## src/sv/ffa_pkg.sv

```systemverilog
// Shared types and constants of the first-fit aligned region allocator.
// Used by the interfaces, the extent cells, the controller and the top level.
package ffa_pkg;

  localparam int MAX_EXTENTS = 32;
  localparam int OFFSET_BITS = 16;
  localparam int SIZE_BITS   = 17;
  localparam int REGION_BITS = 17;
  localparam int ALIGN_BITS  = 4;
  localparam int MASK_BITS   = (1 << ALIGN_BITS) - 1;
  localparam int CALC_BITS   = (OFFSET_BITS > SIZE_BITS ? OFFSET_BITS : SIZE_BITS) + 2;

  localparam logic [CALC_BITS-1:0]   OFF_LIMIT    = CALC_BITS'(64'd1 << OFFSET_BITS);
  localparam logic [REGION_BITS-1:0] REGION_RESET = REGION_BITS'(4096);

  typedef enum logic [0:0] {
    OP_ALLOC = 1'b0,
    OP_FREE  = 1'b1
  } op_t;

  typedef enum logic [1:0] {
    ST_OK         = 2'd0,
    ST_NO_SPACE   = 2'd1,
    ST_TABLE_FULL = 2'd2,
    ST_NOT_FOUND  = 2'd3
  } status_t;

  typedef struct packed {
    op_t                    op;
    logic [SIZE_BITS-1:0]   size;
    logic [MASK_BITS-1:0]   mask;
    logic [OFFSET_BITS-1:0] free_off;
    logic [CALC_BITS-1:0]   region_lim;
  } bcast_t;

  typedef struct packed {
    logic                   valid;
    logic [OFFSET_BITS-1:0] off;
    logic [SIZE_BITS-1:0]   sz;
  } entry_t;

  typedef struct packed {
    logic                   active;
    logic                   done;
    logic                   del;
    status_t                status;
    logic [OFFSET_BITS-1:0] result;
    logic [CALC_BITS-1:0]   run;
    entry_t                 carry;
  } pkt_t;

  typedef struct packed {
    logic valid;
    logic tok;
  } cell_stat_t;

endpackage

```

## src/sv/ffa_intf.sv

```systemverilog
// Request and result channel interfaces of the allocator.
// Depends on ffa_pkg for the field widths.
interface ffa_req_if;
  logic                           valid;
  logic                           ready;
  logic [0:0]                     operation;
  logic [ffa_pkg::SIZE_BITS-1:0]  req_size;
  logic [ffa_pkg::ALIGN_BITS-1:0] align_log2;
  logic [ffa_pkg::OFFSET_BITS-1:0] free_offset;

  modport source (output valid, output operation, output req_size, output align_log2,
                  output free_offset, input ready);
  modport sink (input valid, input operation, input req_size, input align_log2,
                input free_offset, output ready);
endinterface

interface ffa_res_if;
  logic                            valid;
  logic                            ready;
  logic [1:0]                      status;
  logic [ffa_pkg::OFFSET_BITS-1:0] result_offset;

  modport source (output valid, output status, output result_offset, input ready);
  modport sink (input valid, input status, input result_offset, output ready);
endinterface

```

## src/sv/ffa_ctrl.sv

```systemverilog
// Controller: takes requests, launches the walk token into the cell chain and
// registers the result. Depends on ffa_pkg and the channel interfaces.
module ffa_ctrl (
  input  logic                              clk,
  input  logic                              rst_n,
  ffa_req_if.sink                           in_req,
  ffa_res_if.source                         out_res,
  input  logic                              cfg_wr_en,
  input  logic [ffa_pkg::REGION_BITS-1:0]   cfg_wr_data,
  input  logic                              table_full,
  input  ffa_pkg::pkt_t                     tail_i,
  output ffa_pkg::pkt_t                     launch_o,
  output ffa_pkg::bcast_t                   bcast_o
);
  import ffa_pkg::*;

  typedef enum logic [1:0] {
    S_IDLE,
    S_LAUNCH,
    S_WAIT
  } state_t;

  state_t                   state_r;
  op_t                      op_r;
  logic [SIZE_BITS-1:0]     size_r;
  logic [ALIGN_BITS-1:0]    align_r;
  logic [OFFSET_BITS-1:0]   free_off_r;
  logic [REGION_BITS-1:0]   region_r;
  logic                     out_valid_r;
  status_t                  status_r;
  logic [OFFSET_BITS-1:0]   result_r;

  logic                     slot_free, go;
  logic [MASK_BITS:0]       one_sh;

  assign slot_free = !out_valid_r || out_res.ready;
  assign go        = (state_r == S_LAUNCH) && slot_free;
  assign one_sh    = (MASK_BITS+1)'(1) << align_r;

  always_comb begin
    bcast_o.op         = op_r;
    bcast_o.size       = size_r;
    bcast_o.mask       = MASK_BITS'(one_sh - (MASK_BITS+1)'(1));
    bcast_o.free_off   = free_off_r;
    bcast_o.region_lim = (CALC_BITS'(region_r) > OFF_LIMIT) ? OFF_LIMIT
                                                            : CALC_BITS'(region_r);
  end

  always_comb begin
    launch_o        = '0;
    launch_o.active = go;
    launch_o.status = ST_OK;
    if (op_r == OP_ALLOC && table_full) begin
      launch_o.done   = 1'b1;
      launch_o.status = ST_TABLE_FULL;
    end
  end

  always_ff @(posedge clk) begin
    if (!rst_n) begin
      state_r     <= S_IDLE;
      region_r    <= REGION_RESET;
      out_valid_r <= 1'b0;
    end else begin
      if (cfg_wr_en) begin
        region_r <= cfg_wr_data;
      end
      if (out_valid_r && out_res.ready) begin
        out_valid_r <= 1'b0;
      end
      case (state_r)
        S_IDLE: begin
          if (in_req.valid) begin
            state_r <= S_LAUNCH;
          end
        end
        S_LAUNCH: begin
          if (go) begin
            state_r <= S_WAIT;
          end
        end
        S_WAIT: begin
          if (tail_i.active) begin
            out_valid_r <= 1'b1;
            state_r     <= S_IDLE;
          end
        end
        default: begin
          state_r <= S_IDLE;
        end
      endcase
    end
    if (state_r == S_IDLE && in_req.valid) begin
      op_r       <= op_t'(in_req.operation);
      size_r     <= in_req.req_size;
      align_r    <= in_req.align_log2;
      free_off_r <= in_req.free_offset;
    end
    if (state_r == S_WAIT && tail_i.active) begin
      status_r <= tail_i.done ? tail_i.status : ST_NOT_FOUND;
      result_r <= (tail_i.done && tail_i.status == ST_OK) ? tail_i.result : '0;
    end
  end

  assign in_req.ready          = (state_r == S_IDLE);
  assign out_res.valid         = out_valid_r;
  assign out_res.status        = status_r;
  assign out_res.result_offset = result_r;

`ifndef NO_ASSERTIONS
  a_tail_in_wait: assert property (@(posedge clk) disable iff (!rst_n)
    tail_i.active |-> state_r == S_WAIT)
    else $error("walk token left the chain outside the wait state");

  a_out_from_wait: assert property (@(posedge clk) disable iff (!rst_n)
    $rose(out_valid_r) |-> $past(state_r == S_WAIT))
    else $error("result appeared without a finished walk");
`endif

endmodule

```

## src/flat_wrapper.sv

```systemverilog
// flat-port wrapper written by rule: the top's interface ports become plain ports
module ffa_ctrl_flat import ffa_pkg::*;
  (clk, rst_n, cfg_wr_en, cfg_wr_data, table_full, tail_i, launch_o, bcast_o, in_req_valid, in_req_operation, in_req_req_size, in_req_align_log2, in_req_free_offset, in_req_ready, out_res_valid, out_res_status, out_res_result_offset, out_res_ready);
  ffa_req_if in_req_i ();
  ffa_res_if out_res_i ();
  input  logic clk;
  input  logic rst_n;
  input  logic cfg_wr_en;
  input  logic [ffa_pkg::REGION_BITS-1:0] cfg_wr_data;
  input  logic table_full;
  input  ffa_pkg::pkt_t tail_i;
  output ffa_pkg::pkt_t launch_o;
  output ffa_pkg::bcast_t bcast_o;
  input wire logic [$bits(in_req_i.valid)-1:0] in_req_valid;
  input wire logic [$bits(in_req_i.operation)-1:0] in_req_operation;
  input wire logic [$bits(in_req_i.req_size)-1:0] in_req_req_size;
  input wire logic [$bits(in_req_i.align_log2)-1:0] in_req_align_log2;
  input wire logic [$bits(in_req_i.free_offset)-1:0] in_req_free_offset;
  output wire logic [$bits(in_req_i.ready)-1:0] in_req_ready;
  output wire logic [$bits(out_res_i.valid)-1:0] out_res_valid;
  output wire logic [$bits(out_res_i.status)-1:0] out_res_status;
  output wire logic [$bits(out_res_i.result_offset)-1:0] out_res_result_offset;
  input wire logic [$bits(out_res_i.ready)-1:0] out_res_ready;
  assign in_req_i.valid = in_req_valid;
  assign in_req_i.operation = in_req_operation;
  assign in_req_i.req_size = in_req_req_size;
  assign in_req_i.align_log2 = in_req_align_log2;
  assign in_req_i.free_offset = in_req_free_offset;
  assign in_req_ready = in_req_i.ready;
  assign out_res_valid = out_res_i.valid;
  assign out_res_status = out_res_i.status;
  assign out_res_result_offset = out_res_i.result_offset;
  assign out_res_i.ready = out_res_ready;
  ffa_ctrl u_core (.clk(clk), .rst_n(rst_n), .in_req(in_req_i), .out_res(out_res_i), .cfg_wr_en(cfg_wr_en), .cfg_wr_data(cfg_wr_data), .table_full(table_full), .tail_i(tail_i), .launch_o(launch_o), .bcast_o(bcast_o));
endmodule
```

## config.mk

```make
export PLATFORM = sky130hd
export DESIGN_NAME = ffa_ctrl_flat
export DESIGN_NICKNAME = d
export VERILOG_FILES = /design/src/sv/ffa_pkg.sv /design/src/sv/ffa_intf.sv /design/src/sv/ffa_ctrl.sv /design/src/flat_wrapper.sv
export SDC_FILE = /design/constraint.sdc
export NUM_CORES = 1
export LEC_CHECK = 0
export BUFFER_PORTS_ARGS = -buffer_cell sky130_fd_sc_hd__buf_2
export CORE_ASPECT_RATIO = 0.5
export CORE_MARGIN = 10
export CORE_UTILIZATION = 35
export CTS_CLUSTER_SIZE = 8
export DETAILED_ROUTE_END_ITERATION = 16
export GPL_TIMING_DRIVEN = 0
export PLACE_DENSITY = 0.79
export SETUP_SLACK_MARGIN = 0.2
export SKIP_CTS_REPAIR_TIMING = 1
export SLEW_MARGIN = 30
export SYNTH_ARGS = -nofsm -noshare
export SYNTH_HDL_FRONTEND = slang
export SYNTH_SLANG_ARGS = --single-unit
```

## constraint.sdc

```tcl
create_clock -name clk -period 1.9 [get_ports clk]
set_clock_uncertainty 0.2 [all_clocks]
set_input_delay 0.19 -clock clk [delete_from_list [all_inputs] [get_ports clk]]
set_output_delay 0.19 -clock clk [all_outputs]
set_load 0.02 [all_outputs]
```

# [After elaboration in Yosys (flattened, before gate mapping)]
# Cells that the tools add are included.
[word_totals] regBits=76 in_bits=135 output_inout_bits=162 word_cells=39
[op_classes] n_addsub=1 magnitude_cmp=1 eq_ne=5 shifts=1 muxes=10 bitwise=1 reduce_logical=11
[op_table] op="17-bit > comparator (second input constant)" n=1
[op_table] op="17-bit two-way mux" n=1
[op_table] op="1-bit by 4-bit left shift with 15-bit output (first input constant)" n=1
[op_table] op="15-bit by 1-bit subtractor with 15-bit output (second input constant)" n=1
[op_table] op="2-bit two-way mux" n=4
[op_table] op="1-bit logical AND" n=6
[op_table] op="2-bit case mux with 3 select lines" n=1
[op_table] op="2-bit zero test" n=2
[op_table] op="1-bit two-way mux" n=4
[op_table] op="2-bit != test (second input constant)" n=2
[op_table] op="3-bit AND reduction" n=1
[op_table] op="2-bit by 1-bit equality test with 1-bit output (second input constant)" n=1
[op_table] op="2-bit equality test (second input constant)" n=1
[op_table] op="2-bit by 1-bit != test with 1-bit output (second input constant)" n=1
[op_table] op="1-bit zero test" n=1
[op_table] op="1-bit logical OR" n=1
[op_table] op="1-bit inverter" n=1

# [Logic depth before layout (Yosys ltp)]
[logic_depth] depth_word=5 depth_mapped=8 mapped_depth_nobuf=6

# [Worst setup path before layout]
# No wires, ideal clock.
[synth_timing] path_type="flip-flop to output port" start="register u_core.align_r[3]" end="output bcast_o[41] (netlist bit)" t_arrival_ns=1.996 t_required_ns=1.510 setup_slack_ns=-0.486 path_stages_with_launch=9 n_path_buf=2 path_cell_list="edfxtp_1 clkbuf_1 nor2_1 nand2_1 ha_1 clkbuf_1 and2_1 nor2_1 o21ai_0"
[synth_lines] item="start: declaration" line_no="ffa_ctrl.sv:26" source="logic [ALIGN_BITS-1:0] align_r;"
[synth_lines] item="start signal: assignment" line_no="ffa_ctrl.sv:96" source="align_r <= in_req.align_log2;"
[synth_lines] item="end: declaration" line_no="flat_wrapper.sv:13" source="output ffa_pkg::bcast_t bcast_o;"

==> flow_metrics.py <==
metrics = {
    "critical_path": {
        "worst-path-buf-inv": 3,
        "cp.arrival_ns": 2.00,
        "path_depth": 9,
        "crit_chain": "buf_8, nor2_4, nand3b_1, ha_2, buf_8, and2_4, o211ai_1, nand3_2, buf_6",
        "start_kind": "flop",
        "reg2reg_setup_slack_ns": 0.35,
        "critPathTopFamily": "simple AND/OR/NAND/NOR gates",
        "cp_common_cell": "buf_8",
        "critPathMaxFanout": 6,
        "critPathMaxStageDelay_ns": 0.41,
        "crit_path_end_kind": "output pin",
        "r2r_cells": 2,
        "path_class": "reg -> out",
        "worstPathRequired_ns": 1.51,
        "cp_slowest_cell": "edfxtp_1",
    },
    "yosys": {
        "synth-seq-cells": 76,
        "synth.largest_area_cell": "edfxtp_1",
        "async_reset_ff_share_pct": 0,
        "synthesis.area_mm2": 0.00357,
        "syn_area_per_cell_um2": 12.6,
        "yosysMostFrequentCell": "buf_4",
        "yosys_warnings": 0,
        "synth_top_area_share_pct": 47.1,
        "synth_edf_count": 56,
        "synth_cells": 283,
        "synthFlopType": "edfxtp_1",
        "synth_area_leaders": "edfxtp_1 (47%), buf_4 (16%), dfxtp_1 (11%)",
        "synth_cell_types": 31,
        "synth-seq-area-share_pct": 58.3,
        "synth.top_cells.by_count": "buf_4 (76), edfxtp_1 (56), nor2b_1 (35)",
    },
    "placement": {
        "placed_area_mm2": 0.00490,
        "place_congestion": 0.726,
        "dp_hpwl_mm": 8.67,
        "io_buffers": 167,
        "dp_worst_setup_slack_ns": -0.259,
    },
    "run_status": {
        "status": "finished with violations",
        "violations": "negative hold slack, negative setup slack",
    },
    "route": {
        "routed_wl_mm": 11.7,
        "drcViolationCount": 0,
        "drtIter0Drc": 99,
        "vias": 2965,
        "drt-pass1-iter-count": 4,
        "wl_per_cell_um": 15.5,
        "ant_nets": 0,
        "post_drt_via_cell_ratio": 3.92,
    },
    "global_route": {
        "grt_usage_pct": 13.0,
        "grt_pass1_vias": 2694,
        "grt_max_degree": 39,
        "grt_pass1_wl_mm": 15.1,
        "antenna_found_initial": 1,
        "grt_overflow": 0,
    },
    "timing": {
        "finalCriticalPeriod_ns": 2.39,
        "finalSetupViolCount": 15,
        "period_share_pct": 126,
        "setup_ws_ns": -0.490,
        "drv_slew": 0,
        "hold-worst-slack_ns": -0.0120,
        "fmax_ghz": 0.418,
        "rsz0062_at_grt": "true",
        "hold_viol_final": 1,
    },
    "die": {
        "row_count": 25,
        "coreArea_mm2": 0.00970,
        "io_pins": 297,
        "initial_utilization_pct": 36.8,
        "die_w_um": 163,
        "die_area_mm2": 0.0149,
        "die_h_um": 91.4,
    },
    "clocking": {
        "root_buffer": "clkbuf_16",
        "cts_max_level": 3,
        "clock_sinks": 76,
        "cts_buffers": 9,
        "cts.reportedPaths.clkPinSlew_ns": 0.06,
        "clk_latency_ns": 0.32,
        "cts_tree": "built",
        "clockBufferDepth": 2,
    },
    "layout": {
        "design_area_mm2": 0.00615,
        "areaGrowthSynthToFinish_pct": 72.4,
        "nNetsFinal": 752,
        "fillers": 770,
        "fin_util_pct": 63.4,
        "drive_gt1_share_pct": 48.3,
    },
    "power_and_ir_drop": {
        "p_leak_nw": 2.95,
        "p_per_area_mw_per_mm2": 722,
        "ir_drop_mv": 0.535,
    },
    "worst_hold_path": {
        "worstHoldPathCells": 3,
        "hold_path.class": "in -> reg",
    },
    "run": {
        "max_cap_viol_count": 0,
    },
}
[kinds of logic (layout without fill, tap and decap cells)]
logic type               Yosys count  in the layout  share of synthesized area, %
buffers and inverters             91            356                          17.8
AND/OR/NAND/NOR                   86             86                          15.9
flip-flops                        76             76                          58.3
multiplexers                      18             18                          5.05
AO/OA/AOI/OAI                      9             10                          2.21
adder cells (fa/ha/maj)            1              1                         0.351
other                              1             74                         0.105
XOR/XNOR                           1              1                         0.245
[state kept, by name, indices dropped and copies added, names as in the netlist]
name                          flops
u_core.out_res.result_offset     16
u_core.region_r                  17
u_core.state_r                    2
u_core.free_off_r                16
u_core.out_res.status             2
u_core.size_r                    17
u_core.out_res.valid              1
u_core.op_r                       1
u_core.align_r                    4
[cells in the final DEF (no fill, tap or decap), drive strengths merged, types with 3 or more instances in the layout]
cell / n
clkbuf: 14
o21ai: 4
dfxtp: 20
clkinv: 6
nor2b: 36
and2: 19
nand2: 5
nand2b: 4
nor4: 4
conb: 73
dlygate4sd3: 74
mux2i: 18
inv: 3
buf: 258
nor3b: 3
nor2: 7
edfxtp: 56
[tightest hold or removal path, stage by stage]
cell,delay (ns)
buf_2,0.08
nor3b_1,0.04
o21a_1,0.15
[area by class of cell]
class	instances	area (µm²)	area share, %
buffer	88	666	10.8
antenna	1	2.50	0.0407
clock buffer	9	225	3.66
sequential	76	2090	34.0
tap	135	169	2.75
inverter	3	11.3	0.183
clock inverter	7	33.8	0.549
timing repair buffer	249	1710	27.7
multi-input combinational	189	1250	20.3
[power by group]
group / internal [mW] / total [mW] / switching, mW
logic: 0.481 / 1.03 / 0.545
registers: 1.89 / 1.94 / 0.0511
clock network: 0.862 / 1.48 / 0.618
total: 3.23 / 4.44 / 1.21
[final timing paths]
check / from / end
worst min register to register: u_core.state_r[1] / u_core.state_r[0]
worst max register to register: u_core.state_r[1] / u_core.size_r[11]
worst min-delay path: tail_i[73] / u_core.state_r[1]
worst max-delay path: u_core.align_r[3] / bcast_o[45]
[through the flow]
step           std cells  power [mW]  TNS, ns
5_1_grt              757        4.62    -4.31
3_5_place_dp         657        2.77   -0.658
3_3_place_gp         657        2.75   -0.662
6_report             757        4.44    -3.12
4_1_cts              673        4.26    -4.00
2_1_floorplan        355        2.53   -0.148
[metal layers]
layer / global-route usage, % / share of wire, % / up-vias
met5: 0 / 0 / -
met4: 3.66 / 1.4 / 0
met3: 5.23 / 6.5 / 13
met2: 26.5 / 60 / 96
met1: 11.3 / 32 / 1380
li1: - / - / 1476
No activity file was read; power rests on OpenSTA's default activity.
