### src/sv/ffa_pkg.sv
// Shared types and constants of the first-fit aligned region allocator.
// Used by the interfaces, the extent cells, the controller and the top level.
package ffa_pkg;

  localparam int MAX_EXTENTS = 32;
  localparam int OFFSET_BITS = 16;
  localparam int SIZE_BITS   = 17;
  localparam int REGION_BITS = 17;
  localparam int ALIGN_BITS  = 4;
  localparam int MASK_BITS   = (1 << ALIGN_BITS) - 1;
  localparam int CALC_BITS   = (OFFSET_BITS > SIZE_BITS ? OFFSET_BITS : SIZE_BITS) + 2;

  localparam logic [CALC_BITS-1:0]   OFF_LIMIT    = CALC_BITS'(64'd1 << OFFSET_BITS);
  localparam logic [REGION_BITS-1:0] REGION_RESET = REGION_BITS'(4096);

  typedef enum logic [0:0] {
    OP_ALLOC = 1'b0,
    OP_FREE  = 1'b1
  } op_t;

  typedef enum logic [1:0] {
    ST_OK         = 2'd0,
    ST_NO_SPACE   = 2'd1,
    ST_TABLE_FULL = 2'd2,
    ST_NOT_FOUND  = 2'd3
  } status_t;

  typedef struct packed {
    op_t                    op;
    logic [SIZE_BITS-1:0]   size;
    logic [MASK_BITS-1:0]   mask;
    logic [OFFSET_BITS-1:0] free_off;
    logic [CALC_BITS-1:0]   region_lim;
  } bcast_t;

  typedef struct packed {
    logic                   valid;
    logic [OFFSET_BITS-1:0] off;
    logic [SIZE_BITS-1:0]   sz;
  } entry_t;

  typedef struct packed {
    logic                   active;
    logic                   done;
    logic                   del;
    status_t                status;
    logic [OFFSET_BITS-1:0] result;
    logic [CALC_BITS-1:0]   run;
    entry_t                 carry;
  } pkt_t;

  typedef struct packed {
    logic valid;
    logic tok;
  } cell_stat_t;

endpackage

### src/sv/ffa_cell.sv
// One extent cell: holds one table entry and tests it as the walk token passes.
// Depends on ffa_pkg.
module ffa_cell (
  input  logic                clk,
  input  logic                rst_n,
  input  ffa_pkg::bcast_t     bcast,
  input  ffa_pkg::pkt_t       pkt_i,
  output ffa_pkg::pkt_t       pkt_o,
  input  ffa_pkg::entry_t     entry_i,
  output ffa_pkg::entry_t     entry_o,
  output ffa_pkg::cell_stat_t stat_o
);
  import ffa_pkg::*;

  pkt_t   pkt_r;
  entry_t entry_r, entry_nxt;
  logic   pend_r, pend_nxt;

  logic [CALC_BITS-1:0] start, pad, need, at, gap;
  logic                 fits, ovf;

  always_comb begin
    start = entry_r.valid ? CALC_BITS'(entry_r.off) : bcast.region_lim;
    pad   = (~pkt_r.run + CALC_BITS'(1)) & CALC_BITS'(bcast.mask);
    need  = CALC_BITS'(bcast.size) + pad;
    at    = pkt_r.run + pad;
    gap   = start - pkt_r.run;
    fits  = (start >= pkt_r.run) && (gap >= need);
    ovf   = at >= OFF_LIMIT;
  end

  always_comb begin
    pkt_o     = pkt_r;
    entry_nxt = entry_r;
    pend_nxt  = 1'b0;
    if (pend_r) begin
      entry_nxt = entry_i;
    end
    if (pkt_r.active) begin
      if (pkt_r.done) begin
        if (pkt_r.carry.valid) begin
          entry_nxt   = pkt_r.carry;
          pkt_o.carry = entry_r;
        end
        if (pkt_r.del) begin
          pend_nxt = 1'b1;
        end
      end else if (bcast.op == OP_ALLOC) begin
        if (!entry_r.valid || fits) begin
          pkt_o.done = 1'b1;
          if (fits && !ovf) begin
            pkt_o.status = ST_OK;
            pkt_o.result = at[OFFSET_BITS-1:0];
            pkt_o.carry  = entry_r;
            entry_nxt    = '{valid: 1'b1, off: at[OFFSET_BITS-1:0], sz: bcast.size};
          end else begin
            pkt_o.status = ST_NO_SPACE;
          end
        end else begin
          pkt_o.run = start + CALC_BITS'(entry_r.sz);
        end
      end else begin
        if (!entry_r.valid) begin
          pkt_o.done   = 1'b1;
          pkt_o.status = ST_NOT_FOUND;
        end else if (entry_r.off == bcast.free_off && entry_r.sz == bcast.size) begin
          pkt_o.done   = 1'b1;
          pkt_o.status = ST_OK;
          pkt_o.del    = 1'b1;
          pend_nxt     = 1'b1;
        end
      end
    end
  end

  always_ff @(posedge clk) begin
    if (!rst_n) begin
      pkt_r         <= '0;
      pend_r        <= 1'b0;
      entry_r.valid <= 1'b0;
    end else begin
      pkt_r         <= pkt_i;
      pend_r        <= pend_nxt;
      entry_r.valid <= entry_nxt.valid;
    end
    entry_r.off <= entry_nxt.off;
    entry_r.sz  <= entry_nxt.sz;
  end

  assign entry_o = entry_r;
  assign stat_o  = '{valid: entry_r.valid, tok: pkt_r.active};

endmodule

### config.mk
export PLATFORM = sky130hd
export DESIGN_NAME = ffa_cell
export DESIGN_NICKNAME = d
export VERILOG_FILES = /design/src/sv/ffa_pkg.sv /design/src/sv/ffa_cell.sv
export SDC_FILE = /design/constraint.sdc
export NUM_CORES = 1
export LEC_CHECK = 0
export ABC_AREA = 1
export BUFFER_PORTS_ARGS = -buffer_cell sky130_fd_sc_hd__buf_4
export CAP_MARGIN = 20
export CORE_ASPECT_RATIO = 1.1
export CORE_MARGIN = 2
export CORE_UTILIZATION = 50
export CTS_BUF_LIST = sky130_fd_sc_hd__clkbuf_4 sky130_fd_sc_hd__clkbuf_8
export CTS_CLUSTER_DIAMETER = 30
export DETAILED_ROUTE_END_ITERATION = 7
export GPL_TIMING_DRIVEN = 0
export PLACE_DENSITY = 0.72
export RECOVER_POWER = 100
export SKIP_CTS_REPAIR_TIMING = 1
export SYNTH_ARGS = -nofsm -noshare
export SYNTH_HDL_FRONTEND = slang
export SYNTH_SLANG_ARGS = --single-unit
### constraint.sdc
create_clock -name clk -period 5.75 [get_ports clk]
set_input_delay 0.2875 -clock clk [delete_from_list [all_inputs] [get_ports clk]]
set_output_delay 0.2875 -clock clk [all_outputs]
set_load 0.1 [all_outputs]
After elaboration in Yosys (flattened, before gate mapping)

Cells that the tools add are included.

Add/subtract/negate cells: 5
Order comparisons: 3
Equality and inequality tests: 2
Muxes and demuxes: 32
Bitwise logic cells: 2
Reduce and logical (&&, ||, !) cells: 7

Operators by type and width:

| cell                                                                | count |
|---|---|
| two-way mux 34 bit                                                  | 11 |
| two-way mux 73 bit                                                  | 1 |
| two-way mux 69 bit                                                  | 1 |
| two-way mux 39 bit                                                  | 1 |
| greater-or-equal comparator 19 bit                                  | 2 |
| two-way mux 19 bit                                                  | 2 |
| adder 17 x 19 -> 19 bit                                             | 1 |
| adder 19 x 1 -> 19 bit, second input constant                       | 1 |
| adder 19 x 17 -> 19 bit                                             | 1 |
| adder 19 bit                                                        | 1 |
| AND 19 x 15 -> 19 bit                                               | 1 |
| greater-or-equal comparator 19 x 17 -> 1 bit, second input constant | 1 |
| inverter 19 bit                                                     | 1 |
| subtractor 19 bit                                                   | 1 |
| two-way mux 18 bit                                                  | 1 |
| equality test 17 bit                                                | 1 |
| equality test 16 bit                                                | 1 |
| two-way mux 16 bit                                                  | 1 |
| two-way mux 1 bit                                                   | 11 |
| two-way mux 2 bit                                                   | 2 |
| two-way mux 4 bit                                                   | 1 |
| logical AND 1 bit                                                   | 3 |
| logical NOT 1 bit                                                   | 2 |
| AND reduction 2 bit                                                 | 1 |
| logical OR 1 bit                                                    | 1 |

Register bits after elaboration: 109

Logic depth before layout (Yosys ltp)

Gate-level depths: netlist (run 1).

Depth in word-level cells: 12
Mapped depth: 36
Gate-level depth less buffers: 36

Worst setup path after synthesis (run 1)

OpenSTA, ideal clock, no wires.

Path type: register to output
From: reg entry_r, in the netlist entry_o[33]
To: out pkt_o[34] (netlist bit)
Data arrival time: 6,932 ps
Required time: 5,463 ps
Setup slack: -1,469 ps
Stages on the path, launching flop included: 34
Cells stage by stage: dfxtp_1 -> clkinv_1 -> clkbuf_1 -> nand2_1 -> o21ai_0 -> ha_1 -> a21o_1 -> nand3_1 -> nand2_1 -> a21oi_1 -> o21ai_0 -> inv_1 -> o21ai_0 -> xor2_1 -> ha_1 -> nand2_1 -> nor2_1 -> nand2_1 -> a21oi_1 -> nor2_1 -> nand2_1 -> nand2_1 -> nand2_1 -> nand2_1 -> nand2_1 -> nand2_1 -> nand2_1 -> nand2_1 -> nand2_1 -> o21ai_1 -> nand2_1 -> nor2_1 -> clkbuf_1 -> o21ai_0

RTL lines:

| element         | line           | RTL |
|---|---|---|
| start, declared | ffa_cell.sv:16 | `entry_t entry_r, entry_nxt;` |
| end, declared   | ffa_cell.sv:8  | `output ffa_pkg::pkt_t pkt_o,` |

==> summary.md, run 1 <==
| Metric | Value |
|---|---|
| Area taken by multi-input logic gates | 8379 um2 |
| DR WL/cell | 19.94 um |
| Die width | 147.0 um |
| Die Y-Extent | approximately 160 um |
| Clock share of power | 11.6% |
| Clock Pin Slew Worst Setup and Hold Paths | 140 ps |
| Cells after DPL | 2,494 |
| Vias/cell | between 5 and 6 |
| Seq/Total Area, Yosys | 19.40% |
| Fin. Hold Viols | 0 |
| First DRT Iteration DRCs | 1,530 |
| Hold EP | pkt_r[12] |
| Comb pwr share | 64.3% |
| Max VDD drop | 0.0002084 V |
| Setup TNS | -2780 ps |
| Hold Path Cell Cnt | 3 |
| Clock buffer count from CTS | 9 |
| Crit-path max cell delay | ~400 ps |
| Outcome | finished with violations |
| FP Rows | 57 |
| Mapped Nets | 2,164 |
| Ys Warns | 0 |
| Synthesis-stage register bit count | 109 |
| Least-Margin Pin Slew | 1197 ps |
| Tot GR Track Use | 38.99% |
| Hold Path Class | in -> reg |
| Layout cells sized above 1 | 26.53% |
| Mapped Area | 11,250 um2 |
| Gp weighted congestion | 1.013 |
| Starting density of the core | 50.87% |
| Violated checks | setup timing |
| RR Endpoint | entry_o[21] |
| Post-detail-place hpwl | roughly 40,000 um |
| Count of inserted antenna diode cells | 0 |
| Data required time at the worst endpoint | ~5500 ps |
| Yosys cell types | 55 |
| First-pass GRT wire length | between 70,000 and 80,000 um |
| Worst slew margin | between 20 and 25% |
| Vias | 14,718 |
| Antenna violations before repair | 1 |
| Remaining antenna violation count | 0 |
| Lkg Pwr | about 8.4 nW |
| Slew Viols, Final | 0 |
| Worst hold path startpoint | pkt_i[12] |
| Critical Path Fanout Max | 7 |
| CTS H-Tree Depth | 3 |
| F_max | 170.2 MHz |
| Post-route cell area | 15,910 um2 |
| Clock Tree Buf Depth | 2 |
| Crit Path Category | reg -> out |
| Pwr Density | 267.6 nW/um2 |
| Final setup margin | -124.6 ps |
| R2R depth | 32 |
| Crit path DAT | 5590 ps |
| Area added between synthesis and finish | 41.51% |
| Die Footprint | 23,710 um2 |
| First drt pass iteration count | 6 |
| Port Buffers | about 290 |
| TritonCTS clock tree | built |
| Skew-Pair Late Insertion Delay | 420 ps |
| Vias in the first global route | 12,963 |
| Nets@finish | 2,506 |
| DRT Wirelength | 50,910 um |
| Internal | roughly 0.0018 W |
| Final min period | 5875 ps |
| Placed Instance Area | 13,860 um2 |
| Reg-to-reg slack, setup | 600 ps |
| Slowest-stage cell, CP | dfxtp_2 |
| CP most frequent cell | nand2_1 |
| Clock Sinks | 109 |
| Synthesized area per cell | 5.882 um2 |
| Worst Setup End Kind | output port |
| FF-to-FF Start | pkt_r[38] |
| Maximum Capacitance Violations | 0 |
| Largest net degree at the start of global routing | 20 |
| Post-Synthesis Cells | about 1,900 |
| Setup WS pre-CTS | -1201 ps |
| Skew final | 28.63 ps |
| Final Instance Count excl. Fillers | ~2,600 |
| Core footprint | 22,110 um2 |
| Design Power | 0.004258 W |
| Final-report setup violation count | 35 |
| Root Driver | clkbuf_8 |
| Period utilization | 102.2% |
| Reg power frac | 24.1% |
| GR Overflow Total | 0 |
| P_sw | 0.002408 W |
| Critical Path Start Type | register |
| Flip-flop and latch area | between 2000 and 2500 um2 |
| Switching Share | between 50% and 60% |
| # fillers | 1,879 |
| DRC | 0 |
| IO Pins | 288 |
| CP startpoint | pkt_r[38] |
| RSZ-0062 raised after global routing | true |
how the worst max path moves through the flow:
stage	slack (ps)	end	cells past startpoint
after floorplan	-30	pkt_o[40]	31
after global placement	-1110	pkt_o[52]	35
after detailed placement	-1200	pkt_o[52]	34
after CTS	-1670	pkt_o[52]	34
after global routing	-330	pkt_o[10]	36
final	-120	pkt_o[15]	33
per-stage QoR:
step / hold slack [ps] / utilization, %
finish: 33.22 / 71.98
global placement: 456.7 / 62.69
detailed placement: 457.9 / 62.69
global route: 30.29 / 71.98
CTS: 35.48 / 63.51
floorplan: 385.1 / -
state kept, by name, indices dropped and copies added, names as in the netlist:
signal   count
pend_r       1
pkt_o        1
pkt_r       73
entry_o     34
layer usage:
layer  up-vias  wire [um]  GRT usage, %  share of wire, %
met2       987      22830         62.83                45
met1      6703      19600         51.34                39
met4         0       3397         18.92               6.7
li1       6821          -             -                 -
met3       207       5086         5.650                10
met5         -          0             0                 0
critical path, delay by kind of cell (launching register included):
kind	cells	cell delay [ps]
AND/OR/NAND/NOR	15	1790
adder cells (fa/ha/maj)	2	650
flip-flops	1	400
XOR/XNOR	1	160
AO/OA/AOI/OAI	8	1220
buffers and inverters	7	930
logic make-up (layout without fill, tap and decap cells):
| group | after synthesis | after routing | share of synthesized area, % |
|---|---|---|---|
| XOR/XNOR | 87 | 87 | 6.776 |
| adder cells (fa/ha/maj) | 74 | 74 | 8.433 |
| buffers and inverters | 393 | 739 | 13.70 |
| flip-flops | 109 | 109 | 19.40 |
| AND/OR/NAND/NOR | 949 | 949 | 36.72 |
| AO/OA/AOI/OAI | 299 | 299 | 14.89 |
| multiplexers | 1 | 1 | 0.08901 |
synth_stat cells, drive strengths merged:
cell / count / area share [%]
a21oi: 84 / 3.9
nand2: 600 / 20
a21boi: 2 / 0.13
nand3b: 1 / 0.067
ha: 71 / 7.9
dfxtp: 109 / 19
xnor2: 40 / 3.1
o22ai: 2 / 0.11
a31oi: 6 / 0.33
nor2: 110 / 4.4
o211ai: 9 / 0.60
clkinv: 2 / 0.067
o21bai: 6 / 0.40
nand4: 70 / 3.9
fa: 3 / 0.53
o21ai: 159 / 7.1
mux2i: 1 / 0.089
o221ai: 1 / 0.078
a221oi: 15 / 1.2
nor3: 13 / 0.62
or2: 12 / 0.67
inv: 315 / 11
a311oi: 1 / 0.078
a21o: 3 / 0.20
nor4b: 1 / 0.078
o2111ai: 2 / 0.16
buf: 20 / 1.2
nor4: 6 / 0.33
xor2: 47 / 3.7
a41oi: 1 / 0.078
nand3: 135 / 6.4
o21a: 3 / 0.20
a211oi: 3 / 0.20
nor3b: 1 / 0.067
clkbuf: 56 / 1.9
o31ai: 2 / 0.13
power groups by stage:
stage	clock [W]	combinational, W	sequential [W]
6_report	0.000495	0.00274	0.00103
3_3_place_gp	0	0.00237	0.00103
3_5_place_dp	0	0.00240	0.00103
4_1_cts	0.000490	0.00241	0.00101
2_1_floorplan	0	0.00135	0.00140
5_1_grt	0.000516	0.00290	0.00103
placed cells by master, fill, tap and decap left out, drive strengths merged, types with 4 or more instances in the layout:
master,Yosys,final
nand3,135,135
clkinv,2,4
o211ai,9,9
nor2,110,110
xnor2,40,40
inv,315,315
a31oi,6,6
clkinvlp,0,4
dfxtp,109,109
clkbuf,56,102
nor3,13,13
nand4,70,70
o21bai,6,6
a21oi,84,84
o21ai,159,159
or2,12,12
nor4,6,6
nand2,600,600
xor2,47,47
a221oi,15,15
buf,20,314
ha,71,71
cell type report:
cell class | count | area share (%)
clock buffer | 9 | 0.7784
multi-input combinational | 1410 | 52.65
inverter | 317 | 7.642
tap | 295 | 2.319
timing repair buffer | 331 | 19.71
buffer | 76 | 2.642
clock inverter | 6 | 0.3617
sequential | 109 | 13.89
Note: power is estimated with default switching activity, not from simulation.
==> run 2: changes to the inputs <==
Settings changed: ABC_AREA 1 to not set, PLACE_DENSITY 0.72 to 0.76.
Clock period 5.75 ns to 5.3 ns, I/O delays scaled along.
==> run 2 against run 1 <==
The run still ends with setup timing left. Via count shrank 22%. Combinational power decreased by 18%. Largest cell class unchanged. Non-clock buffer count shrank 8. Die area decreased by 10%. First-iteration DRC count fell by 28%. Flip-flop and latch count stayed put. Clock skew is 7.1 ps lower. Sequential share of layout area increased by 0.68 points. Utilization grew 4.2 points. Highest routed layer unchanged. Critical endpoint is now pkt_o[58].
==> summary.md, run 2 <==
| Metric | Value |
|---|---|
| Outcome | finished with violations |
| Violated checks | setup timing |
| Vias in the first global route | 10,281 |
| Nets@finish | between 1,500 and 2,000 |
| Tot GR Track Use | between 30% and 40% |
| First DRT Iteration DRCs | 1,107 |
| Most common cell after layout, fill and taps aside | buf_4 |
| Vias/cell | approximately 6.2 |
| Mapped Area | ~10,000 um2 |
| First drt pass iteration count | 6 |
| Core footprint | 19,800 um2 |
| Clock buffer count from CTS | 9 |
| Vias | 11,434 |
| Slew Viols, Final | 0 |
| Top post-synthesis cells by area | dfxtp_1 22%, ha_1 8.8%, and2_1 5.6% |
| Final setup margin | -1355 ps |
| CTS H-Tree Depth | 3 |
| Max VDD drop | 0.0002683 V |
| DRC | 0 |
| Die Footprint | 21,350 um2 |
| Lkg Pwr | around 6.4 nW |
| Final-report setup violation count | 106 |
| GR Overflow Total | 0 |
| Synthesis-stage register bit count | 109 |
| R2R depth | 28 |
| Skew-Pair Late Insertion Delay | about 420 ps |
| Root Driver | clkbuf_8 |
| Number of enable flip-flop cells after synthesis | 0 |
| FP Rows | 54 |
| CP delay by family, top | compound AO/OA/AOI/OAI gates |
| Synthesized area per cell | 8.058 um2 |
| Antenna violations before repair | 1 |
| Post-route cell area | 15,070 um2 |
| Fin. Hold Viols | 0 |
| Post-Synthesis Cells | ~1,300 |
| TritonCTS clock tree | built |
| CP startpoint | entry_o[33] |
| Critical Path Stages | 27 |
| Hold Path Class | in -> reg |
| Largest net degree at the start of global routing | 21 |
| CP most frequent cell | a21o_1 |
| RR Endpoint | entry_o[18] |
| Largest register by flop count | pkt_r |
| Gp weighted congestion | 0.9892 |
| Prevailing post-synth register cell | dfxtp_1 |
| DR WL/cell | 22.86 um |
| Critical path buffers and inverters | 7 |
| Hold WS | 40.64 ps |
| Clock Sinks | 109 |
| Crit Path Category | reg -> out |
| Final min period | 6655 ps |
| Worst Setup End Kind | output port |
| Worst slew margin | 17.97% |
| Critical Path Fanout Max | 10 |
| Starting density of the core | ~50% |
| F_max | 150.3 MHz |
| Die width | 139.5 um |
| Remaining antenna violation count | 0 |
| Placed Instance Area | 13,300 um2 |
| Port Buffers | 286 |
| Yosys cell types | between 80 and 90 |
| Top-count cell post-synth | dfxtp_1 |
| Least-Margin Pin Slew | 1236 ps |
| Post-synth top area cell | dfxtp_1 |
| Critical Path Start Type | register |
| Clock Pin Slew Worst Setup and Hold Paths | around 120 ps |
| Seq/Total Area, Yosys | 21.61% |
| Reg-to-reg slack, setup | -690 ps |
| Share of the synthesized area in the top cell type | between 20% and 30% |
| Synth cell count leaders | 109 x dfxtp_1, 91 x nor2_1, 90 x and2_1 |
| Skew final | between 20 and 25 ps |
| Crit path to | pkt_o[58] |
| IO Pins | 288 |
| Max FFs per register | 73 |
| Post-synth ARST share | 0% |
| Crit-path max cell delay | 450 ps |
| Mapped Nets | 1,505 |
| Design Power | ~0.0038 W |
| Slowest-stage cell, CP | fa_1 |
| First-pass GRT wire length | 58,850 um |
| Layout cells sized above 1 | roughly 32% |
| Period utilization | 125.6% |
| Maximum Capacitance Violations | 0 |
| RSZ-0062 raised after global routing | true |
| Crit path DAT | 6390 ps |
| Commonest cells after routing, fill and taps aside | 219 x buf_4, 105 x dfxtp_1, 84 x nor2_1 |
| Die Y-Extent | between 150 and 200 um |
| FF-to-FF Start | pkt_r[34] |
| Ys Warns | 0 |
| Clock Tree Buf Depth | 2 |
| Post-detail-place hpwl | 33,310 um |
| DRT Wirelength | around 42,000 um |
| Data required time at the worst endpoint | about 5000 ps |
| Setup WS pre-CTS | -1431 ps |
| Area added between synthesis and finish | 49.28% |
| Pwr Density | 255.0 nW/um2 |
==> run 2: layer usage <==
metal | GRT usage [%] | routed length [um] | vias up
met3 | 5.921 | 3725 | 133
met2 | 60.13 | 19840 | 672
li1 | - | - | 5213
met4 | 15.92 | 2321 | 0
met1 | 45.01 | 16480 | 5416
met5 | 0 | 0 | -
==> run 2: metrics by stage <==
stage / setup TNS, ps / cells / utilization (%)
after floorplan: -24680 / 1253 / -
after global placement: -103500 / 1791 / 67.20
after detailed placement: -107530 / 1791 / 67.20
after CTS: -145040 / 1807 / 68.22
after global routing: -133230 / 1853 / 76.14
final: -104920 / 1853 / 76.14
==> run 2: logic make-up after synthesis <==
logic type | synth area share (%)
adders and majority gates | 9.393
buffers and inverters | 5.304
AOI/OAI and AO/OA | 19.95
DFF | 21.61
and+or+nand+nor | 23.57
muxes | 12.02
xor gates and xnor gates | 8.154
==> run 2: power by group <==
part | leakage, nW | switching [W] | internal [W]
Sequential | 0.909 | 0.000145 | 0.000892
Clock | 0.103 | 0.000352 | 0.000198
Combinational | 5.42 | 0.00143 | 0.000825
Total | 6.43 | 0.00193 | 0.00192
==> run 2: layout make-up <==
| type | instances | area (um2) |
|---|---|---|
| fillers | 1493 | 4723 |
| inverters | 56 | 225.2 |
| diodes | 1 | 2.502 |
| well taps | 252 | 315.3 |
| clock buffers | 10 | 137.6 |
| plain buffers | 67 | 509.2 |
| multi-input cells | 1020 | 8330 |
| clock inverters | 6 | 62.56 |
| flip-flops and latches | 109 | 2197 |
| repair buffers | 332 | 3293 |
==> run 2: worst min-delay path by stage <==
| stage | depth (start not counted) | end | from |
|---|---|---|---|
| floorplan | 1 | pkt_r[34] | pkt_i[34] |
| global placement | 2 | pkt_r[42] | pkt_i[42] |
| detailed placement | 2 | pkt_r[23] | pkt_i[23] |
| CTS | 2 | pkt_r[44] | pkt_i[44] |
| global route | 2 | pkt_r[38] | pkt_i[38] |
| finish | 2 | pkt_r[23] | pkt_i[23] |
==> run 2: worst reg2reg max path: cells and delay by family, from the launching register on <==
kind            cells  cell delay [ps]
simple gates        6             1030
compound gates     13             2930
flops               1              380
fa+ha+maj           2              530
xor+xnor            1              170
buf+inv             6              850
==> run 3: changes to the inputs <==
Settings changed: PLACE_DENSITY 0.76 to 0.73.
Clock period 5.3 ns to 6.5 ns, I/O delays scaled along.
==> run 3 against run 2 <==
The flow still finishes with violations (setup timing). Worst setup slack better by 960 ps. Hold slack better by 59 ps. Utilization down 3.6 points. Largest cell class unchanged. Global-route usage decreased by 0.72 points. Critical path depth is 1 higher. Routed wire length shrank 1.8%. Combinational power down 21%. Clock-buffer cell count fell by 1. Clock skew rose by 3.5 ps. Cell count shrank 0.32%. Flip-flop and latch count stayed put. Via count down 0.52%.
==> summary.md, run 3 (same netlist as run 2, synthesis figures left out) <==
| Metric | Value |
|---|---|
| Outcome | finished with violations |
| Violated checks | setup timing |
| CP startpoint | pkt_r[35] |
| Hold Path Class | in -> reg |
| Placed Instance Area | between 10,000 and 15,000 um2 |
| Vias | 11,375 |
| Internal | 0.001522 W |
| Largest register by flop count | pkt_r |
| Hold WS | 99.35 ps |
| Setup WS pre-CTS | -1125 ps |
| Die Footprint | 21,350 um2 |
| Clock share of power | 14.3% |
| Clock Pin Slew Worst Setup and Hold Paths | 130 ps |
| Nets@finish | roughly 1,800 |
| Count of inserted antenna diode cells | 0 |
| Final setup margin | -399.4 ps |
| Reg power frac | 27.6% |
| Post-detail-place hpwl | approximately 32,000 um |
| Clock Sinks | 109 |
| Hold EP | pkt_r[22] |
| Slowest-stage cell, CP | a2111oi_4 |
| Data required time at the worst endpoint | 6170 ps |
| Max FFs per register | 73 |
| Starting density of the core | roughly half |
| Worst slew margin | between 10% and 20% |
| First DRT Iteration DRCs | 1,077 |
| Remaining antenna violation count | 0 |
| Max VDD drop | 0.0002727 V |
| IO Pins | approximately 290 |
| Lkg Pwr | 6.144 nW |
| Reg-to-reg slack, setup | between 200 and 250 ps |
| Critical Path Fanout Max | 8 |
| Most common cell after layout, fill and taps aside | buf_4 |
| Skew-Pair Late Insertion Delay | 420 ps |
| GR Overflow Total | 0 |
| Post-Route Utilization | 72.59% |
| Slew Viols, Final | 0 |
| Die width | 139.5 um |
| Area added between synthesis and finish | 42.32% |
| Crit Path Category | reg -> out |
| DRC | 0 |
| First-pass GRT wire length | between 50,000 and 60,000 um |
| RR Endpoint | entry_o[19] |
| Post-route cell area | 14,370 um2 |
| Flip-flop and latch area | 2190 um2 |
| P_sw | 0.001541 W |
| Worst Setup End Kind | output port |
| Final min period | between 6000 and 7000 ps |
| R2R depth | 29 |
| Layout cells sized above 1 | 30.53% |
| Final Instance Count excl. Fillers | 1,847 |
| TritonCTS clock tree | built |
| FF-to-FF Start | pkt_r[35] |
| DR WL/cell | 22.52 um |
| CTS H-Tree Depth | 3 |
| Switching Share | 50.31% |
| Final-report setup violation count | 71 |
| Largest net degree at the start of global routing | 22 |
| Port Buffers | 286 |
| Comb pwr share | 58.0% |
| DRT Wirelength | around 42,000 um |
| F_max | about 140 MHz |
| Crit-path max cell delay | approximately 460 ps |
| Fin. Hold Viols | 0 |
| Antenna violations before repair | 0 |
| Tot GR Track Use | 35.04% |
| Die Y-Extent | ~150 um |
| Cells after DPL | ~1,800 |
| Least-Margin Pin Slew | 1237 ps |
| FP Rows | 54 |
| Clock buffer count from CTS | 9 |
| Vias/cell | 6.159 |
| # fillers | between 1,500 and 2,000 |
| Skew final | 25.02 ps |
| Hold Path Cell Cnt | 2 |
| Critical Path Start Type | register |
| Maximum Capacitance Violations | 0 |
| Crit path DAT | ~6600 ps |
| Period utilization | 106.1% |
| First drt pass iteration count | 5 |
| Root Driver | clkbuf_8 |
| RSZ-0062 raised after global routing | true |
| Area taken by multi-input logic gates | between 7000 and 8000 um2 |
| Pwr Density | 213.2 nW/um2 |
| Worst hold path startpoint | pkt_i[22] |
| Core footprint | roughly 20,000 um2 |
| Vias in the first global route | ~10,000 |
| Clock Tree Buf Depth | 2 |
| Gp weighted congestion | 0.9915 |
| Commonest cells after routing, fill and taps aside | 214 x buf_4, 105 x dfxtp_1, 86 x nor2_1 |
## run 3: changes by cell type in the layout (fill, tap and decap cells not counted), moves of 5 or more
cell       before  now
a21o_1         22   27
a21o_4          5    0
buf_12         69   47
buf_4         219  214
buf_6           7   37
clkbuf_16       7    1
nand2_1        64   75
nand2_4        11    0
o21ai_2         1   15
o21ai_4        18    4
o311ai_0        5   12
o311ai_1        8    1
## run 3: power groups by stage
stage	clock network (W)	logic (W)	registers [W]
6_report	0.000440	0.00178	0.000846
3_3_place_gp	0	0.00157	0.000848
4_1_cts	0.000437	0.00159	0.000832
3_5_place_dp	0	0.00158	0.000848
5_1_grt	0.000468	0.00188	0.000846
2_1_floorplan	0	0.000944	0.00105
## run 3: routing by layer
metal  global-route usage (%)  share of wire (%)  wire length [um]  up-vias
met4                    14.62                5.1              2131        0
li1                         -                  -                 -     5198
met5                        0                  0                 0        -
met3                    7.143                8.8              3650      141
met2                    58.66                 47             19680      643
met1                    43.87                 39             16140     5393
## run 3: area by class of cell
type / count / area share, %
Clock buffer: 9 / 0.8620
Inverter: 56 / 1.515
Sequential cell: 109 / 15.24
Buffer: 65 / 2.830
Tap cell: 252 / 2.194
Multi-Input combinational cell: 1020 / 55.63
Timing Repair Buffer: 329 / 21.19
Clock inverter: 7 / 0.5398
## run 3: stage by stage
step / TNS, ps / power (W)
floorplan: -217.0 / 0.001994
global placement: -69310 / 0.002414
detailed placement: -80830 / 0.002431
CTS: -117370 / 0.002859
global route: -35430 / 0.003196
finish: -20220 / 0.003063
## run 3: critical path, delay by kind of cell (launching register included)
family	cells	cell delay, ps
adder cells (fa/ha/maj)	3	680
AO/OA/AOI/OAI	12	2930
buffers and inverters	5	670
XOR/XNOR	1	170
flip-flops	1	340
AND/OR/NAND/NOR	6	1030
multiplexers	1	340
## run 3: worst max path at each step
| stage | end | cells after the start |
|---|---|---|
| after global routing | pkt_o[26] | 29 |
| after CTS | pkt_o[28] | 28 |
| final | pkt_o[26] | 28 |
| after floorplan | pkt_o[38] | 26 |
| after detailed placement | pkt_o[28] | 28 |
| after global placement | pkt_o[28] | 24 |
